$ cat src/hw/rtl/les_pkg.sv
// les_pkg: shared types, codes and constants for the LED effect sequencer.
// Used by les_step and led_effect_sequencer; no dependencies.
`default_nettype none

package les_pkg;

  localparam int LED_COUNT = 12;
  localparam int IDX_W     = $clog2(LED_COUNT);
  localparam int OUT_LEDS  = 12;
  localparam int CNT_W     = 16;
  localparam int STEP_W    = 4;
  localparam int REP_W     = 4;
  localparam int CFG_W     = 16;
  localparam int CFG_IDX_W = 3;
  localparam int OP_W      = 3;
  localparam int MODE_W    = 2;
  localparam int NOTE_W    = 7;

  localparam logic [OP_W-1:0] OP_TICK    = 3'd0;
  localparam logic [OP_W-1:0] OP_MODE    = 3'd1;
  localparam logic [OP_W-1:0] OP_NOTE    = 3'd2;
  localparam logic [OP_W-1:0] OP_CORRECT = 3'd3;
  localparam logic [OP_W-1:0] OP_MISS    = 3'd4;

  localparam logic [MODE_W-1:0] MODE_PLAY   = 2'd0;
  localparam logic [MODE_W-1:0] MODE_CHASE  = 2'd1;
  localparam logic [MODE_W-1:0] MODE_LOAD   = 2'd2;
  localparam logic [MODE_W-1:0] MODE_END    = 2'd3;

  localparam logic [CFG_IDX_W-1:0] CFG_CHASE_PERIOD = 3'd0;
  localparam logic [CFG_IDX_W-1:0] CFG_LOAD_FLASH   = 3'd1;
  localparam logic [CFG_IDX_W-1:0] CFG_FLASH_PERIOD = 3'd2;
  localparam logic [CFG_IDX_W-1:0] CFG_FLASH_ON     = 3'd3;
  localparam logic [CFG_IDX_W-1:0] CFG_FLASH_REPS   = 3'd4;
  localparam logic [CFG_IDX_W-1:0] CFG_PULSE        = 3'd5;

  localparam logic [CNT_W-1:0] RST_CHASE_PERIOD = 16'd100;
  localparam logic [CNT_W-1:0] RST_LOAD_FLASH   = 16'd500;
  localparam logic [CNT_W-1:0] RST_FLASH_PERIOD = 16'd600;
  localparam logic [CNT_W-1:0] RST_FLASH_ON     = 16'd300;
  localparam logic [REP_W-1:0] RST_FLASH_REPS   = 4'd3;
  localparam logic [CNT_W-1:0] RST_PULSE        = 16'd200;

  typedef struct packed {
    logic [CNT_W-1:0] chase_period_ms;
    logic [CNT_W-1:0] load_flash_ms;
    logic [CNT_W-1:0] flash_period_ms;
    logic [CNT_W-1:0] flash_on_ms;
    logic [REP_W-1:0] flash_repeats;
    logic [CNT_W-1:0] pulse_ms;
  } cfg_t;

  typedef struct packed {
    logic [OP_W-1:0]   op;
    logic [MODE_W-1:0] new_mode;
    logic [NOTE_W-1:0] note_number;
    logic              note_on;
  } item_t;

  typedef struct packed {
    logic [MODE_W-1:0]    mode;
    logic [CNT_W-1:0]     effect_elapsed;
    logic [CNT_W-1:0]     flash_phase;
    logic [STEP_W-1:0]    effect_step;
    logic [REP_W-1:0]     flashes_done;
    logic [LED_COUNT-1:0] target;
    logic                 correct;
    logic                 miss;
    logic                 correct_active;
    logic [CNT_W-1:0]     correct_elapsed;
    logic                 miss_active;
    logic [CNT_W-1:0]     miss_elapsed;
  } state_t;

  localparam state_t STATE_RESET = '{
    mode:            MODE_CHASE,
    effect_elapsed:  '0,
    flash_phase:     '0,
    effect_step:     '0,
    flashes_done:    '0,
    target:          '0,
    correct:         1'b0,
    miss:            1'b0,
    correct_active:  1'b0,
    correct_elapsed: '0,
    miss_active:     1'b0,
    miss_elapsed:    '0
  };

endpackage

`default_nettype wire

$ cat src/hw/rtl/les_step.sv
// les_step: next-state logic of the LED effect sequencer for one transaction.
// Depends on les_pkg (state, configuration and item types, codes).
`default_nettype none

module les_step (
  input  les_pkg::state_t cur,
  input  les_pkg::cfg_t   cfg,
  input  les_pkg::item_t  item,
  output les_pkg::state_t nxt
);
  import les_pkg::*;

  localparam int RECIP_SH = 14;
  localparam int RECIP    = (1 << RECIP_SH) / LED_COUNT;
  localparam int PROD_W   = NOTE_W + RECIP_SH;

  logic [PROD_W-1:0]    prod;
  logic [NOTE_W-1:0]    quo;
  logic [NOTE_W-1:0]    quo_mul;
  logic [NOTE_W-1:0]    rem_raw;
  logic [NOTE_W-1:0]    rem;
  logic [IDX_W-1:0]     note_idx;
  logic [LED_COUNT-1:0] note_bit;
  logic [CNT_W:0]       phase_inc;
  logic                 flash_on;
  state_t               s;

  function automatic logic [CNT_W-1:0] sat_inc(input logic [CNT_W-1:0] v);
    sat_inc = (v == {CNT_W{1'b1}}) ? v : v + 1'b1;
  endfunction

  function automatic state_t enter_mode(input state_t st, input logic [MODE_W-1:0] m);
    state_t r;
    r = st;
    if (m != st.mode) begin
      r.mode           = m;
      r.effect_elapsed = '0;
      r.flash_phase    = '0;
      r.effect_step    = '0;
      r.flashes_done   = '0;
      r.target         = '0;
      r.correct        = 1'b0;
      r.miss           = 1'b0;
    end
    enter_mode = r;
  endfunction

  // note mod LED_COUNT by reciprocal multiply and one correction
  always_comb begin
    prod     = PROD_W'(item.note_number) * PROD_W'(RECIP);
    quo      = prod[PROD_W-1 -: NOTE_W];
    quo_mul  = NOTE_W'(quo * NOTE_W'(LED_COUNT));
    rem_raw  = item.note_number - quo_mul;
    rem      = (rem_raw >= NOTE_W'(LED_COUNT)) ? rem_raw - NOTE_W'(LED_COUNT) : rem_raw;
    note_idx = rem[IDX_W-1:0];
    note_bit = LED_COUNT'(1) << note_idx;
  end

  always_comb begin
    s         = cur;
    phase_inc = '0;
    flash_on  = 1'b0;
    unique case (item.op)
      OP_TICK: begin
        s.effect_elapsed = sat_inc(s.effect_elapsed);
        if (s.correct_active) s.correct_elapsed = sat_inc(s.correct_elapsed);
        if (s.miss_active) s.miss_elapsed = sat_inc(s.miss_elapsed);
        unique case (s.mode)
          MODE_CHASE: begin
            if (s.effect_elapsed > cfg.chase_period_ms) begin
              s.correct        = 1'b0;
              s.miss           = 1'b0;
              s.effect_step    = (s.effect_step == STEP_W'(LED_COUNT - 1)) ?
                                 '0 : s.effect_step + 1'b1;
              s.target         = LED_COUNT'(1) << s.effect_step;
              s.effect_elapsed = '0;
            end
          end
          MODE_LOAD: begin
            if (s.effect_elapsed < cfg.load_flash_ms) begin
              if (s.effect_step == '0) begin
                s.target      = '1;
                s.correct     = 1'b1;
                s.miss        = 1'b1;
                s.effect_step = STEP_W'(1);
              end
            end else begin
              s = enter_mode(s, MODE_PLAY);
            end
          end
          MODE_END: begin
            phase_inc = {1'b0, s.flash_phase} + 1'b1;
            s.flash_phase = (phase_inc >= {1'b0, cfg.flash_period_ms}) ?
                            '0 : phase_inc[CNT_W-1:0];
            flash_on = s.flash_phase < cfg.flash_on_ms;
            if (s.flashes_done < cfg.flash_repeats) begin
              if ((flash_on && s.effect_step == '0) ||
                  (!flash_on && s.effect_step == STEP_W'(1))) begin
                s.target      = flash_on ? '1 : '0;
                s.correct     = flash_on;
                s.effect_step = flash_on ? STEP_W'(1) : '0;
                if (!flash_on) s.flashes_done = s.flashes_done + 1'b1;
              end
            end else begin
              s = enter_mode(s, MODE_PLAY);
            end
          end
          MODE_PLAY: begin
            if (s.correct_active && s.correct_elapsed >= cfg.pulse_ms) begin
              s.correct        = 1'b0;
              s.correct_active = 1'b0;
            end
            if (s.miss_active && s.miss_elapsed >= cfg.pulse_ms) begin
              s.miss        = 1'b0;
              s.miss_active = 1'b0;
            end
          end
          default: ;
        endcase
      end
      OP_MODE: s = enter_mode(s, item.new_mode);
      OP_NOTE: begin
        if (s.mode == MODE_PLAY) begin
          s.target = item.note_on ? (s.target | note_bit) : (s.target & ~note_bit);
        end
      end
      OP_CORRECT: begin
        if (s.mode == MODE_PLAY) begin
          s.correct         = 1'b1;
          s.correct_active  = 1'b1;
          s.correct_elapsed = '0;
        end
      end
      OP_MISS: begin
        if (s.mode == MODE_PLAY) begin
          s.miss         = 1'b1;
          s.miss_active  = 1'b1;
          s.miss_elapsed = '0;
        end
      end
      default: ;
    endcase
    nxt = s;
  end

endmodule

`default_nettype wire

$ cat src/hw/rtl/led_effect_sequencer.sv
// led_effect_sequencer: top level with input register, state, result register.
// Depends on les_pkg and les_step.
//
// Input channel (in_*): one event per transaction: tick, mode change, note,
// correct trigger or miss trigger. Result channel (out_*): one transaction per
// event, showing LEDs and mode after that event. Both use valid/stall.
// Configuration: cfg_we writes cfg_wdata to register cfg_index;
// write only while no event is in flight.
// Path: an accepted event is held in the input register, goes through the
// les_step logic and lands in the result register once that register is
// empty or its waiting result is taken (out_stall low).
// Throughput: one event per cycle while no result is held back by out_stall.
// When out_stall is high with a result waiting, the held event stays in the
// input register and in_stall rises; nothing is lost or repeated.
// Reset (rst_n low, synchronous): both registers empty, idle chase mode,
// all LEDs off, pulses inactive, configuration at default values.
`default_nettype none

module led_effect_sequencer (
  input  logic                             clk,
  input  logic                             rst_n,
  input  logic                             in_valid,
  output logic                             in_stall,
  input  logic [les_pkg::OP_W-1:0]         in_op,
  input  logic [les_pkg::MODE_W-1:0]       in_new_mode,
  input  logic [les_pkg::NOTE_W-1:0]       in_note_number,
  input  logic                             in_note_on,
  output logic                             out_valid,
  input  logic                             out_stall,
  output logic [les_pkg::OUT_LEDS-1:0]     out_target_leds,
  output logic                             out_correct_led,
  output logic                             out_miss_led,
  output logic [les_pkg::MODE_W-1:0]       out_mode_now,
  input  logic                             cfg_we,
  input  logic [les_pkg::CFG_IDX_W-1:0]    cfg_index,
  input  logic [les_pkg::CFG_W-1:0]        cfg_wdata
);
  import les_pkg::*;

  logic                          s1_valid_r;
  item_t                         s1_item_r;
  state_t                        state_r;
  state_t                        state_nxt;
  cfg_t                          cfg_r;
  logic                          out_valid_r;
  logic [OUT_LEDS-1:0]           out_target_r;
  logic                          out_correct_r;
  logic                          out_miss_r;
  logic [MODE_W-1:0]             out_mode_r;
  logic [LED_COUNT+OUT_LEDS-1:0] target_ext;
  logic                          advance;
  logic                          in_take;

  assign advance  = s1_valid_r && (!out_valid_r || !out_stall);
  assign in_stall = s1_valid_r && !advance;
  assign in_take  = in_valid && !in_stall;

  les_step u_step (
    .cur  (state_r),
    .cfg  (cfg_r),
    .item (s1_item_r),
    .nxt  (state_nxt)
  );

  assign target_ext = {{OUT_LEDS{1'b0}}, state_nxt.target};

  always_ff @(posedge clk) begin
    if (!rst_n) begin
      cfg_r.chase_period_ms <= RST_CHASE_PERIOD;
      cfg_r.load_flash_ms   <= RST_LOAD_FLASH;
      cfg_r.flash_period_ms <= RST_FLASH_PERIOD;
      cfg_r.flash_on_ms     <= RST_FLASH_ON;
      cfg_r.flash_repeats   <= RST_FLASH_REPS;
      cfg_r.pulse_ms        <= RST_PULSE;
    end else if (cfg_we) begin
      unique case (cfg_index)
        CFG_CHASE_PERIOD: cfg_r.chase_period_ms <= cfg_wdata;
        CFG_LOAD_FLASH:   cfg_r.load_flash_ms   <= cfg_wdata;
        CFG_FLASH_PERIOD: cfg_r.flash_period_ms <= cfg_wdata;
        CFG_FLASH_ON:     cfg_r.flash_on_ms     <= cfg_wdata;
        CFG_FLASH_REPS:   cfg_r.flash_repeats   <= cfg_wdata[REP_W-1:0];
        CFG_PULSE:        cfg_r.pulse_ms        <= cfg_wdata;
        default: ;
      endcase
    end
  end

  always_ff @(posedge clk) begin
    if (!rst_n) begin
      s1_valid_r <= 1'b0;
    end else if (in_take) begin
      s1_valid_r <= 1'b1;
    end else if (advance) begin
      s1_valid_r <= 1'b0;
    end
  end

  always_ff @(posedge clk) begin
    if (in_take) begin
      s1_item_r.op          <= in_op;
      s1_item_r.new_mode    <= in_new_mode;
      s1_item_r.note_number <= in_note_number;
      s1_item_r.note_on     <= in_note_on;
    end
  end

  always_ff @(posedge clk) begin
    if (!rst_n) begin
      state_r     <= STATE_RESET;
      out_valid_r <= 1'b0;
    end else if (advance) begin
      state_r     <= state_nxt;
      out_valid_r <= 1'b1;
    end else if (!out_stall) begin
      out_valid_r <= 1'b0;
    end
  end

  always_ff @(posedge clk) begin
    if (advance) begin
      out_target_r  <= target_ext[OUT_LEDS-1:0];
      out_correct_r <= state_nxt.correct;
      out_miss_r    <= state_nxt.miss;
      out_mode_r    <= state_nxt.mode;
    end
  end

  assign out_valid       = out_valid_r;
  assign out_target_leds = out_target_r;
  assign out_correct_led = out_correct_r;
  assign out_miss_led    = out_miss_r;
  assign out_mode_now    = out_mode_r;

`ifndef SYNTHESIS
  a_stall_cause: assert property (@(posedge clk) disable iff (!rst_n)
    in_stall |-> s1_valid_r && out_valid_r && out_stall)
    else $error("input stalled without a blocked result");

  a_advance_fills: assert property (@(posedge clk) disable iff (!rst_n)
    advance |=> out_valid_r)
    else $error("result register empty after an advance");

  a_step_range: assert property (@(posedge clk) disable iff (!rst_n)
    state_r.effect_step < STEP_W'(LED_COUNT))
    else $error("effect step out of range");

  a_phase_end_only: assert property (@(posedge clk) disable iff (!rst_n)
    state_r.mode != MODE_END |-> state_r.flash_phase == '0)
    else $error("flash phase running outside end flash");
`endif

endmodule

`default_nettype wire

$ cat config.mk
export PLATFORM = sky130hd
export DESIGN_NAME = led_effect_sequencer
export DESIGN_NICKNAME = d
export VERILOG_FILES = /design/src/hw/rtl/les_pkg.sv /design/src/hw/rtl/les_step.sv /design/src/hw/rtl/led_effect_sequencer.sv
export SDC_FILE = /design/constraint.sdc
export NUM_CORES = 1
export LEC_CHECK = 0
export BUFFER_PORTS_ARGS = -buffer_cell sky130_fd_sc_hd__buf_2
export CORE_MARGIN = 3
export CORE_UTILIZATION = 40
export CTS_BUF_LIST = sky130_fd_sc_hd__clkbuf_8
export DETAILED_ROUTE_END_ITERATION = 16
export GPL_TIMING_DRIVEN = 0
export PLACE_DENSITY = 0.59
export SLEW_MARGIN = 5
export SYNTH_ARGS = -nofsm -noshare
export SYNTH_HDL_FRONTEND = slang
export SYNTH_SLANG_ARGS = --single-unit
$ cat constraint.sdc
create_clock -name clk -period 15.4 [get_ports clk]
set_clock_uncertainty 0.2 [all_clocks]
set_input_delay 3.08 -clock clk [delete_from_list [all_inputs] [get_ports clk]]
set_output_delay 3.08 -clock clk [all_outputs]
set_load 0.05 [all_outputs]
# Yosys cells after proc, flatten, opt, wreduce, memory -nomap -nowiden

Index checks and enable logic that the tools add are counted.

Register bits: 205
Latch bits: 0
RAM bits: 0
Memory bits (read-only): 0
Bits of input ports: 37
Output and inout port bits: 18
Word-level logic and storage cells: 183
Memories kept: 0

$add $sub $neg: 8
Multipliers: 2
Divide/modulo/power cells: 0
Magnitude comparators: 8
Eq/ne operators: 36
Shift operators: 2
Mux-type cells: 59
Bitwise logic cells: 3
Reductions and logical operators: 37

Operator list:

| kind                                                                 | count |
|---|---|
| 16-bit 2-to-1 mux                                                    | 11 |
| 56-bit 2-to-1 mux                                                    | 3 |
| 42-bit one-hot mux with 2 select lines                               | 1 |
| 12-bit one-hot mux with 3 select lines                               | 2 |
| 34-bit 2-to-1 mux                                                    | 2 |
| 17-bit one-hot mux with 2 select lines                               | 2 |
| 16-bit by 1-bit adder with 16-bit output, second input constant      | 3 |
| 16-bit == test, second input constant                                | 3 |
| 16-bit one-hot mux with 3 select lines                               | 1 |
| 14-bit 2-to-1 mux                                                    | 3 |
| 21-bit 2-to-1 mux                                                    | 2 |
| 12-bit 2-to-1 mux                                                    | 3 |
| 35-bit 2-to-1 mux                                                    | 1 |
| 16-bit >= comparator                                                 | 2 |
| 16-bit less-than comparator                                          | 2 |
| 16-bit one-hot mux with 2 select lines                               | 1 |
| 4-bit 2-to-1 mux                                                     | 7 |
| 1-bit by 4-bit << shifter with 12-bit output, first input constant   | 2 |
| 7-bit by 11-bit multiplier with 18-bit output, second input constant | 1 |
| 6-bit AND reduction                                                  | 3 |
| 9-bit AND reduction                                                  | 2 |
| 16-bit by 1-bit adder with 17-bit output, second input constant      | 1 |
| 17-bit by 16-bit >= comparator with 1-bit output                     | 1 |
| 17-bit 2-to-1 mux                                                    | 1 |
| 40 further kinds                                                     | 95 |

# Longest topological paths before layout

Gate-level depths: netlist (run 1).

Depth after elaboration: 11
Depth in mapped cells: 30
Mapped depth without buffers: 28

# Cells and area by module

A second synthesis (run 1) with hierarchy kept.

Cells, all modules: 1860
Area, all modules: 15193.3 um^2

Modules (own cells, without submodules):

| module               | instances | cells each | area each (um^2) | seq. area each (um^2) |
|---|---|---|---|---|
| led_effect_sequencer | 1         | 736        | 7689.9           | 4394.2 |
| les_step             | 1         | 1124       | 7503.4           | 0.0 |

# Worst setup path after synthesis (run 1)

No wires, ideal clock.

Kind: input to output
Start: input out_stall
End: output in_stall
Arrival time: 3.561 ns
Required time: 12.120 ns
Setup slack: 8.559 ns
Stages: 1
Buffers on the path: 0
Cell sequence: and3_1

Word-level cells in the longest chain between the ends: 5

RTL lines:

| element           | line                       | RTL |
|---|---|---|
| from (decl)       | led_effect_sequencer.sv:29 | `input logic out_stall,` |
| 1-bit zero test   | n/a                        |  |
| 1-bit logical OR  | led_effect_sequencer.sv:54 | `assign advance = s1_valid_r && (!out_valid_r \|\| !out_stall);` |
| 1-bit logical AND | led_effect_sequencer.sv:54 |  |
| 1-bit zero test   | led_effect_sequencer.sv:55 | `assign in_stall = s1_valid_r && !advance;` |
| 1-bit logical AND | led_effect_sequencer.sv:55 |  |
| to (decl)         | led_effect_sequencer.sv:23 | `output logic in_stall,` |

No other way between the ends.

==> results of run 1 <==
-- area by class of cell --
type                            instances  area, um2
Fill cell                            3487      19000
Multi-Input combinational cell       1372       9060
Sequential cell                       205       4390
Clock buffer                           46        633
Inverter                              158        593
Tap cell                              455        569
Buffer                                 77        314
Timing Repair Buffer                   54        270
Clock inverter                         24        134
-- metal layers --
layer,routed length (um),GRT usage
met1,19700,0.295
met2,19200,0.349
met3,2580,0.0402
met4,1250,0.0724
met5,0,0.00383
-- stage by stage --
step | cell area [um2] | power, uW | setup slack (ns) | utilization
6_report | 16000 | 1540 | 8.04 | 0.457
5_1_grt | 16000 | 1630 | 7.52 | 0.457
4_1_cts | 16000 | 1550 | 8.03 | 0.457
3_5_place_dp | 15200 | 1010 | 8.11 | 0.435
3_3_place_gp | 15200 | 1000 | 8.14 | 0.435
2_1_floorplan | 14400 | 903 | 8.56 | -
-- how the worst min path moves through the flow --
stage,depth (start not counted),end,start,slack [ns]
2_1_floorplan,2,cfg_r[10],cfg_r[10],0.24
3_3_place_gp,2,cfg_r[29],cfg_r[29],0.24
3_5_place_dp,2,cfg_r[44],cfg_r[44],0.25
4_1_cts,2,cfg_r[80],cfg_r[80],0.26
5_1_grt,2,cfg_r[55],cfg_r[55],0.27
6_report,2,cfg_r[2],cfg_r[2],0.26
-- logic make-up (layout without fill, tap and decap cells) --
kind of cell,Yosys count,count (layout),share of synthesized area
flops,205,205,0.306
simple gates,656,656,0.216
fa+ha+maj,159,159,0.143
compound gates,467,467,0.213
buf+inv,235,359,0.0631
xor+xnor,57,57,0.0348
mux,33,33,0.0246
-- flip-flops by register name, summed over array words and instances (netlist names) --
name,cells
cfg_r,84
out_miss_led,1
s1_item_r,13
out_valid,1
s1_valid_r,1
out_mode_now,2
out_correct_led,1
out_target_leds,12
state_r,90
-- where the power goes --
group	leakage (uW)	switching [uW]	internal [uW]
Clock	0.000445	247	289
Sequential	0.00170	8.88	556
Combinational	0.00453	273	166
-- critical path, delay by kind of cell, from the launching register on --
kind | cells | cell delay, ns
AO/OA/AOI/OAI | 9 | 1.78
XOR/XNOR | 2 | 0.34
adder cells (fa/ha/maj) | 8 | 2.84
buffers and inverters | 7 | 0.74
flip-flops | 1 | 0.51
multiplexers | 1 | 0.38
AND/OR/NAND/NOR | 3 | 0.42
-- synth_stat cells, types with 9 or more instances --
cell type | instances | share of area
nor4_1 | 9 | 0.0039
inv_1 | 158 | 0.041
nand4_1 | 24 | 0.010
and3_1 | 21 | 0.0091
nor2b_1 | 14 | 0.0061
edfxtp_1 | 29 | 0.061
mux2i_1 | 20 | 0.014
o21ai_0 | 65 | 0.023
xnor2_1 | 34 | 0.021
clkbuf_1 | 66 | 0.017
ha_1 | 151 | 0.13
xor2_1 | 23 | 0.014
a31oi_1 | 17 | 0.0074
mux2_2 | 11 | 0.0086
nand2_1 | 252 | 0.066
nand3_1 | 48 | 0.017
a21oi_1 | 158 | 0.055
nor3_1 | 52 | 0.018
a211oi_1 | 23 | 0.012
nor2_1 | 155 | 0.041
o21a_1 | 10 | 0.0052
a21o_1 | 31 | 0.016
nand2b_1 | 19 | 0.0083
dfxtp_1 | 176 | 0.25
o211ai_1 | 37 | 0.019
and2_1 | 13 | 0.0057
or2_2 | 9 | 0.0039
a22oi_1 | 26 | 0.014
-- placed cells by master, fill, tap and decap left out, types with 19 or more instances in the layout --
cell type    n
a211oi_1    23
a21o_1      31
a21oi_1    158
a22oi_1     26
and3_1      21
buf_2       58
clkbuf_1    65
clkbuf_8    46
dfxtp_1    176
edfxtp_1    29
ha_1       151
inv_1      172
mux2i_1     20
nand2_1    252
nand2b_1    19
nand3_1     48
nand4_1     24
nor2_1     155
nor3_1      52
o211ai_1    37
o21ai_0     65
xnor2_1     34
xor2_1      23
==> run metrics, run 1 <==
outcome complete, no violations; drt via density 5.61; io pins 55; Setup Buffers After CTS 0; CP endpoint out_target_leds[4]; area delta synth->final 11.2%; Post-Place Cells approximately 2300; hold_ws between 0.2 and 0.3 ns; Max Slew Vio Count 0; Worst EP arrival approximately 7.6 ns; Sink Count a little over 200; RePlAce Congestion about 0.89; share of layout cells above drive strength 1 0.0816; Top FF cell, synth dfxtp_1; Synth Instances ~1800; min Tclk post-route 7.36 ns; mapped cell area between 10000 and 15000 um2; worst skew pair latency between 0.5 and 0.6 ns; first-pass GRT wire length a little under 70000 um; Register-to-Register Path Depth 30; Slew Limit Headroom 0.168; Cell Pwr Density between 90 and 100 nW/um2; CTS max path bufs 3; GRT overflow 0; Die Wd 195 um; post-detailed-routing wire length 42800 um; Pleak around 0.0067 uW; cts repair resizes 0; DR vias about 13000; Synth cell types 89; register area share after synthesis 0.306; n_diodes 0; CTS H-tree lvls 2; setup slack, reg-to-reg approximately 8 ns; number of global-route vias before repair approximately 13000; fin crit share 0.478; cts hold-fix bufs 0; final setup TNS 0 ns; initial antenna violation count 0; synth warn 0; core footprint about 35000 um2; Residual DRC 0; total CTS buffers 39; crit path max fanout 10; DIE AREA around 38000 um2; dpl hpwl between 30000 and 40000 um; max cap viols 0; Post-DRT Antenna Nets 0; Slowest-stage cell, CP edfxtp_1; critical path type reg -> reg; TritonCTS clock tree yes; Final Non-Filler Cells approximately 2400; Std-Cell Rows 68; Port Buffers 54; largest net degree at the start of global routing 26; Setup violations, final 0; GRT Util Overall 0.217; die height 195 um; Root Buffer clkbuf_8; Worst Setup Start Kind flip-flop; clk slew on worst S/H paths ~0.06 ns; worst-margin pin slew around 1.2 ns; Crit. Startpoint s1_item_r[2]; Avg Inst Size Synth just under 8 um2; CP peak stage delay approximately 0.51 ns; DR WL/cell 17.9 um; DRT Pass-1 Iters 6; Synth Register Bits slightly above 200; ys async rst share 0; RSZ-0062 raised after global routing no; Post-synth EDFFs 29; most used cell, CP inv_1; Highest Clock Rate roughly 140 MHz; Fin. Hold Viols 0; worst reg2reg path endpoint out_target_leds[4]; worst min-delay path category reg -> reg; Max VDD drop 0.0896 mV; Critical Path RT approximately 16 ns; RR Startpoint s1_item_r[2]; starting density of the core 0.411; nets around 2100; Initial DRC Count roughly 900; critical path capture point type flip-flop; Synth Net Count ~2000
(Power assumes the default switching activity.)
==> run 2, diff against run 1 <==
ABC_AREA = 1   (was not set)
PLACE_DENSITY = 0.61   (was 0.59)
clock period = 6.29 ns   (was 15.4 ns; I/O delays follow)
==> run 2 against run 1 <==
Net effect:
- the flow now finishes with violations (setup timing)
- critical endpoint is now out_target_leds[11]
- synthesized area grew 1.0%
- flip-flop and latch count is the same
- register-to-register slack lost 8.2 ns
- highest routed layer unchanged
- sequential power is 150% higher
- clock power rose to 2.6 times the previous value
- cell area is 5.1% higher
==> run metrics, run 2 <==
outcome finished, violations left; violated checks setup timing; routed length on met3 2280 um (-11%); Post-Place Cells 2634 (+13%); synth top area cells dfxtp_1 24%, ha_1 13%, nand2_1 13%; DR WL/cell 15.6 um (-13%); Synth Area in Simple Gates 0.265 (+0.0492); Cell Pwr Density 267 nW/um2 (+180%); total CTS buffers 41 (+5.1%); crit path max fanout 4 (-6); Sink Count 205 (unchanged); commonest non-fill, non-tap cell in the layout nand2_1; synth warn 0 (unchanged); max cap viols 0 (unchanged); Final Non-Filler Cells 2730 (+14%); Synth Net Count 2315 (+15%); n_diodes 0 (unchanged); most common cell in the netlist nand2_1; CTS max path bufs 3 (unchanged); Std-Cell Rows 69 (+1.5%); PnR worst setup slack -0.175 ns (-8.21 ns); Pleak 0.00778 uW (+17%); most used cell, CP ha_4; Setup violations, final 24 (+24); Post-DRT Antenna Nets 0 (unchanged); Synth Register Bits 205 (unchanged); fin crit share 1.03 (+0.550); share of layout cells above drive strength 1 0.120 (+0.0383); min Tclk post-route 6.46 ns (-0.898 ns); worst-margin pin slew 0.990 ns (-0.258 ns); Die Wd 196 um (+0.49%); final setup TNS -3.33 ns (-3.33 ns); DR WL met2 20100 um (+4.8%); GRT Util Overall 0.219 (+0.00131); Residual DRC 0 (unchanged); worst skew pair latency 0.60 ns (+0.02 ns); Max VDD drop 0.235 mV (+160%); DRT Pass-1 Iters 5 (-1); register area share after synthesis 0.303 (-0.00309); Synth top area share 0.243 (-0.00248); Highest Clock Rate 155 MHz (+14%); adder-cell share of the synthesized area 0.141 (-0.00144); RSZ-0062 raised after global routing yes; Overall Power 4480 uW (+190%); Port Buffers 54 (unchanged); WP buf/inv 7 (unchanged); Design Area, Final 16800 um2 (+5.1%); biggest regs state_r: 90 flops, cfg_r: 84 flops, s1_item_r: 13 flops; Max Used Layer met4; hold_ws 0.265 ns (+0.00975 ns); Worst EP arrival 6.57 ns (-1.00 ns); Root Buffer clkbuf_8; first-pass GRT wire length 69000 um (+2.4%); Post-synth EDFFs 29 (unchanged); DIE AREA 38600 um2 (+0.99%); Avg Inst Size Synth 6.85 um2 (-14%); Max Slew Vio Count 0 (unchanged); clk slew on worst S/H paths 0.06 ns (about the same); critical path type reg -> reg; xor/xnor share of the synthesized area 0.0278 (-0.00699); Top FF cell, synth dfxtp_1; Synth Area in Compound Gates 0.153 (-0.0603); core footprint 35700 um2 (+2.0%); TritonCTS clock tree yes; CTS H-tree lvls 2 (unchanged); Synth cell types 56 (-37%); number of global-route vias before repair 13799 (+9.2%); Largest Register state_r; cts hold-fix bufs 0 (unchanged); initial antenna violation count 0 (unchanged); Fin. Hold Viols 0 (unchanged); post-detailed-routing wire length 42500 um (-0.52%); CP peak stage delay 0.54 ns (+0.03 ns); Critical Path RT 6.40 ns (-9.21 ns); nets 2432 (+16%); ys async rst share 0 (unchanged); starting density of the core 0.407 (-0.00381); Synth Instances 2119 (+17%); area delta synth->final 15.7%; mapped cell area 14500 um2 (+1.0%); critical path capture point type flip-flop; Synth top cells by count 488 x nand2_1, 332 x inv_1, 233 x a21oi_1, 176 x dfxtp_1, 160 x nand3_1; dpl cell area 15400 um2 (+1.2%); wl on met1 18700 um (-5.0%); most frequent cells in the layout 475 x nand2_1, 331 x inv_1, 228 x a21oi_1; DR vias 14243 (+6.2%); main combinational cell family by area after synthesis simple AND/OR/NAND/NOR gates; RePlAce Congestion 0.886 (-0.78%); GRT overflow 0 (unchanged); worst min-delay path category reg -> reg; die height 196 um (+0.49%); drt via density 5.22 (-7.0%); dpl hpwl 32500 um (about the same); multiplexer area fraction after synthesis 0 (-0.0246); Worst Setup Start Kind flip-flop; Initial DRC Count 813 (-10%); Slowest-stage cell, CP fa_1; Largest register FFs 90 (unchanged); Slew Limit Headroom 0.340 (+0.172); io pins 55 (unchanged); largest net degree at the start of global routing 26 (unchanged); largest delay contributor family on the critical path adder cells; Yosys top cell by area dfxtp_1
[run 2: changes by cell type after synthesis, sizes merged, moves of 19 or more]
cell    delta
and3      -21
nand3    +114
nor2      -19
xnor2     -27
o21ai     +34
a22oi     -26
nand2    +244
inv      +189
a21o      -28
nand2b    -19
a21oi     +75
mux2i     -21
[run 2: final cells by class]
class,instances,area [um2]
inverter,353,1330
sequential,205,4390
fill,3653,18900
clock buffer,51,702
clock inverter,25,143
buffer,65,278
multi-input combinational,1496,8930
tap,461,577
timing repair buffer,74,432
[run 2: cell families after synthesis]
logic type	count (synthesis)
simple gates	887
xor+xnor	46
flops	205
fa+ha+maj	159
buf+inv	418
compound gates	404
[run 2: report_power, final]
part           switching [uW]  total (uW)  internal (uW)
Sequential               32.5        1410           1380
Clock                     635        1410            778
Combinational             995        1660            660
Total                    1660        4480           2810
[run 2: layer usage]
metal	GRT usage	up-vias
met2	0.378	369
met4	0.0890	0
li1	-	7187
met5	0	-
met1	0.269	6594
met3	0.0403	93
[run 2: metrics by stage]
stage	util	setup WS [ns]
after global routing	0.471	-0.548
after CTS	0.466	-0.201
after floorplan	-	0.00155
after detailed placement	0.431	-0.763
after global placement	0.431	-0.691
final	0.471	-0.175
[run 2: final timing paths]
path                                       endpoint    startpoint  slack, ns  cells after the start
worst max-delay path            out_target_leds[11]  s1_item_r[5]      -0.17                     35
worst min-delay path                      cfg_r[48]     cfg_r[48]       0.27                      2
worst max register to register  out_target_leds[11]  s1_item_r[5]      -0.17                     35
worst min register to register            cfg_r[48]     cfg_r[48]       0.27                      2
[run 2: tightest hold or removal path, stage by stage (launching register included)]
cell and delay, ns:
dfxtp_1 0.29, inv_1 0.07, a21oi_1 0.06
[run 2: timing repair]
item	in CTS	in global routing
gates resized for setup	59	45
setup endpoints to repair	24	34
buffers inserted	15	4
gates cloned	1	0
pin swaps	51	44
==> run 3, diff against run 2 <==
CTS_BUF_LIST = not set   (was sky130_fd_sc_hd__clkbuf_8)
==> run 3 against run 2 <==
Net effect:
- register-to-register slack got worse by 0.05 ns
- utilization grew 0.15 points
- count of clock-buffer cells in the layout shrank 14
- largest cell class unchanged
- global-route usage fell by 0.19 points
- total power is 2.9% higher
- die area stayed put
- first-iteration DRC count fell by 3.3%
- sequential share of layout area fell by 0.082 points
- critical endpoint is now out_target_leds[7]
- wire length is 0.21% higher
- the flow still finishes with violations (setup timing)
- sequential power hardly changed
- clock power grew 5%
- combinational power rose by 4%
==> run metrics, run 3 (same netlist as run 2, synthesis figures left out) <==
Port Buffers 54 (unchanged); n_diodes 0 (unchanged); worst min-delay path category reg -> reg; Clock Power Share 0.321 (+0.005); io pins 55 (unchanged); Sink Count 205 (unchanged); initial antenna violation count 0 (unchanged); Pleak 0.00773 uW (-0.63%); RSZ-0062 raised after global routing yes; CP peak stage delay 0.58 ns (+0.04 ns); drt via density 5.22 (about the same); GRT overflow 0 (unchanged); Max VDD drop 0.230 mV (-2.0%); RR Startpoint s1_item_r[4]; TritonCTS clock tree yes; Initial DRC Count 786 (-3.3%); Cell Pwr Density 274 nW/um2 (+2.6%); Max Slew Vio Count 0 (unchanged); Worst EP arrival 6.60 ns (+0.03 ns); Root Buffer clkbuf_16; die height 196 um (unchanged); commonest non-fill, non-tap cell in the layout nand2_1; DR vias 14107 (-0.95%); Post-DRT Antenna Nets 0 (unchanged); Setup violations, final 24 (unchanged); Critical Path RT 6.38 ns (-0.02 ns); total CTS buffers 26 (-37%); min Tclk post-route 6.51 ns (+0.0452 ns); Sw Share 0.364 (-0.00794); starting density of the core 0.407 (unchanged); DR WL/cell 15.8 um (+1.3%); biggest regs state_r: 90 flops, cfg_r: 84 flops, s1_item_r: 13 flops; Worst Setup Start Kind flip-flop; post-detailed-routing wire length 42600 um (+0.21%); Std-Cell Rows 69 (unchanged); core footprint 35700 um2 (unchanged); worst-margin pin slew 0.945 ns (-0.0449 ns); Residual DRC 0 (unchanged); DIE AREA 38600 um2 (unchanged); crit path max fanout 4 (unchanged); violated checks setup timing; Slew Limit Headroom 0.370 (+0.0300); area delta synth->final 16.1%; GRT Util Overall 0.217 (-0.00194); RePlAce Congestion 0.886 (unchanged); Largest register FFs 90 (unchanged); hold_ws 0.266 ns (+0.000475 ns); PnR worst setup slack -0.220 ns (-0.0452 ns); worst slack, placed -0.763 ns (unchanged); CTS max path bufs 3 (unchanged); fin crit share 1.03 (+0.00719); Highest Clock Rate 154 MHz (-0.69%); number of global-route vias before repair 13714 (-0.62%); cts hold-fix bufs 0 (unchanged); outcome finished, violations left; most frequent cells in the layout 475 x nand2_1, 321 x inv_1, 228 x a21oi_1; share of layout cells above drive strength 1 0.114 (-0.00609); dpl hpwl 32500 um (unchanged); worst reg2reg path endpoint out_target_leds[7]; nets 2420 (-0.49%); DRT Pass-1 Iters 8 (+3); setup slack, reg-to-reg -0.22 ns (-0.05 ns); Flop pwr share 0.306 (-0.009); Largest Register state_r; internal power 2930 uW (+4.2%); clk slew on worst S/H paths 0.06 ns (about the same); Sw Pwr 1670 uW (+0.67%); Fin. Hold Viols 0 (unchanged); Crit. Startpoint s1_item_r[4]; max cap viols 0 (unchanged); first-pass GRT wire length 68800 um (-0.16%); combinational share of power 0.374 (+0.004); HP Start cfg_r[75]; Slowest-stage cell, CP fa_1; Multi-input gate area 8960 um2 (+0.38%); Worst Hold End cfg_r[75]; worst skew pair latency 0.56 ns (-0.04 ns); largest net degree at the start of global routing 26 (unchanged); Die Wd 196 um (unchanged); CTS H-tree lvls 1 (-1); most used cell, CP nand2_1; Hold Crit Depth 2 (unchanged); critical path capture point type flip-flop; # fillers 3608 (-1.2%); Register-to-Register Path Depth 38 (+8.6%); register cell area after layout 4390 um2 (unchanged); critical path type reg -> reg
==> run 3: changes by cell type in the layout (fill, tap and decap cells not counted), sizes merged <==
cell / delta
buf: +3
clkbuf: -14
clkinv: -5
clkinvlp: +1
inv: -13
==> run 3: final cells by class <==
class,count,area share
Timing Repair Buffer,77,0.0270
Buffer,65,0.0165
Inverter,353,0.0791
Clock inverter,8,0.00535
Tap cell,461,0.0343
Sequential cell,205,0.261
Multi-Input combinational cell,1496,0.532
Clock buffer,37,0.0447
==> run 3: routing by layer <==
layer,track usage,up-vias,routed length (um)
li1,-,7147,-
met1,0.271,6526,19000
met2,0.382,338,20300
met3,0.0320,96,1940
met4,0.0753,0,1450
met5,0,-,0
==> run 3: worst max path at each step <==
stage,endpoint,slack [ns],cells past startpoint
after CTS,state_r[41],-0.18,38
after global placement,out_target_leds[3],-0.69,35
final,out_target_leds[7],-0.22,38
after detailed placement,state_r[41],-0.76,37
after floorplan,out_target_leds[4],0.002,35
after global routing,state_r[39],-0.61,38
==> run 3: stage by stage <==
step	total power [uW]	util	setup TNS, ns	std cells	instance area, um2
floorplan	2300	-	0	2119	14500
global placement	2530	0.431	-15.38	2634	15400
detailed placement	2560	0.431	-17.01	2634	15400
CTS	4380	0.466	-3.43	2695	16600
global route	4860	0.472	-13.69	2702	16800
finish	4610	0.472	-4.56	2702	16800
==> run 3: timing repair <==
action | CTS | global route
pin swaps | 50 | 47
endpoints found under the setup margin | 24 | 34
buffers inserted | 15 | 7
cloned | 1 | 0
gates resized for setup | 65 | 45
==> run 3: power by group through the flow <==
stage               Sequential (uW)  Combinational [uW]  Clock, uW
finish                         1410                1720       1480
global route                   1410                1890       1560
CTS                            1410                1460       1510
detailed placement             1440                1120          0
global placement               1440                1090          0
floorplan                      1450                 847          0
==> run 3: critical path, delay by kind of cell (launching register included) <==
kind | cells | cell delay [ns]
DFF | 1 | 0.49
AOI/OAI and AO/OA | 4 | 0.73
buffers and inverters | 9 | 0.85
adders and majority gates | 7 | 2.51
and+or+nand+nor | 18 | 1.49
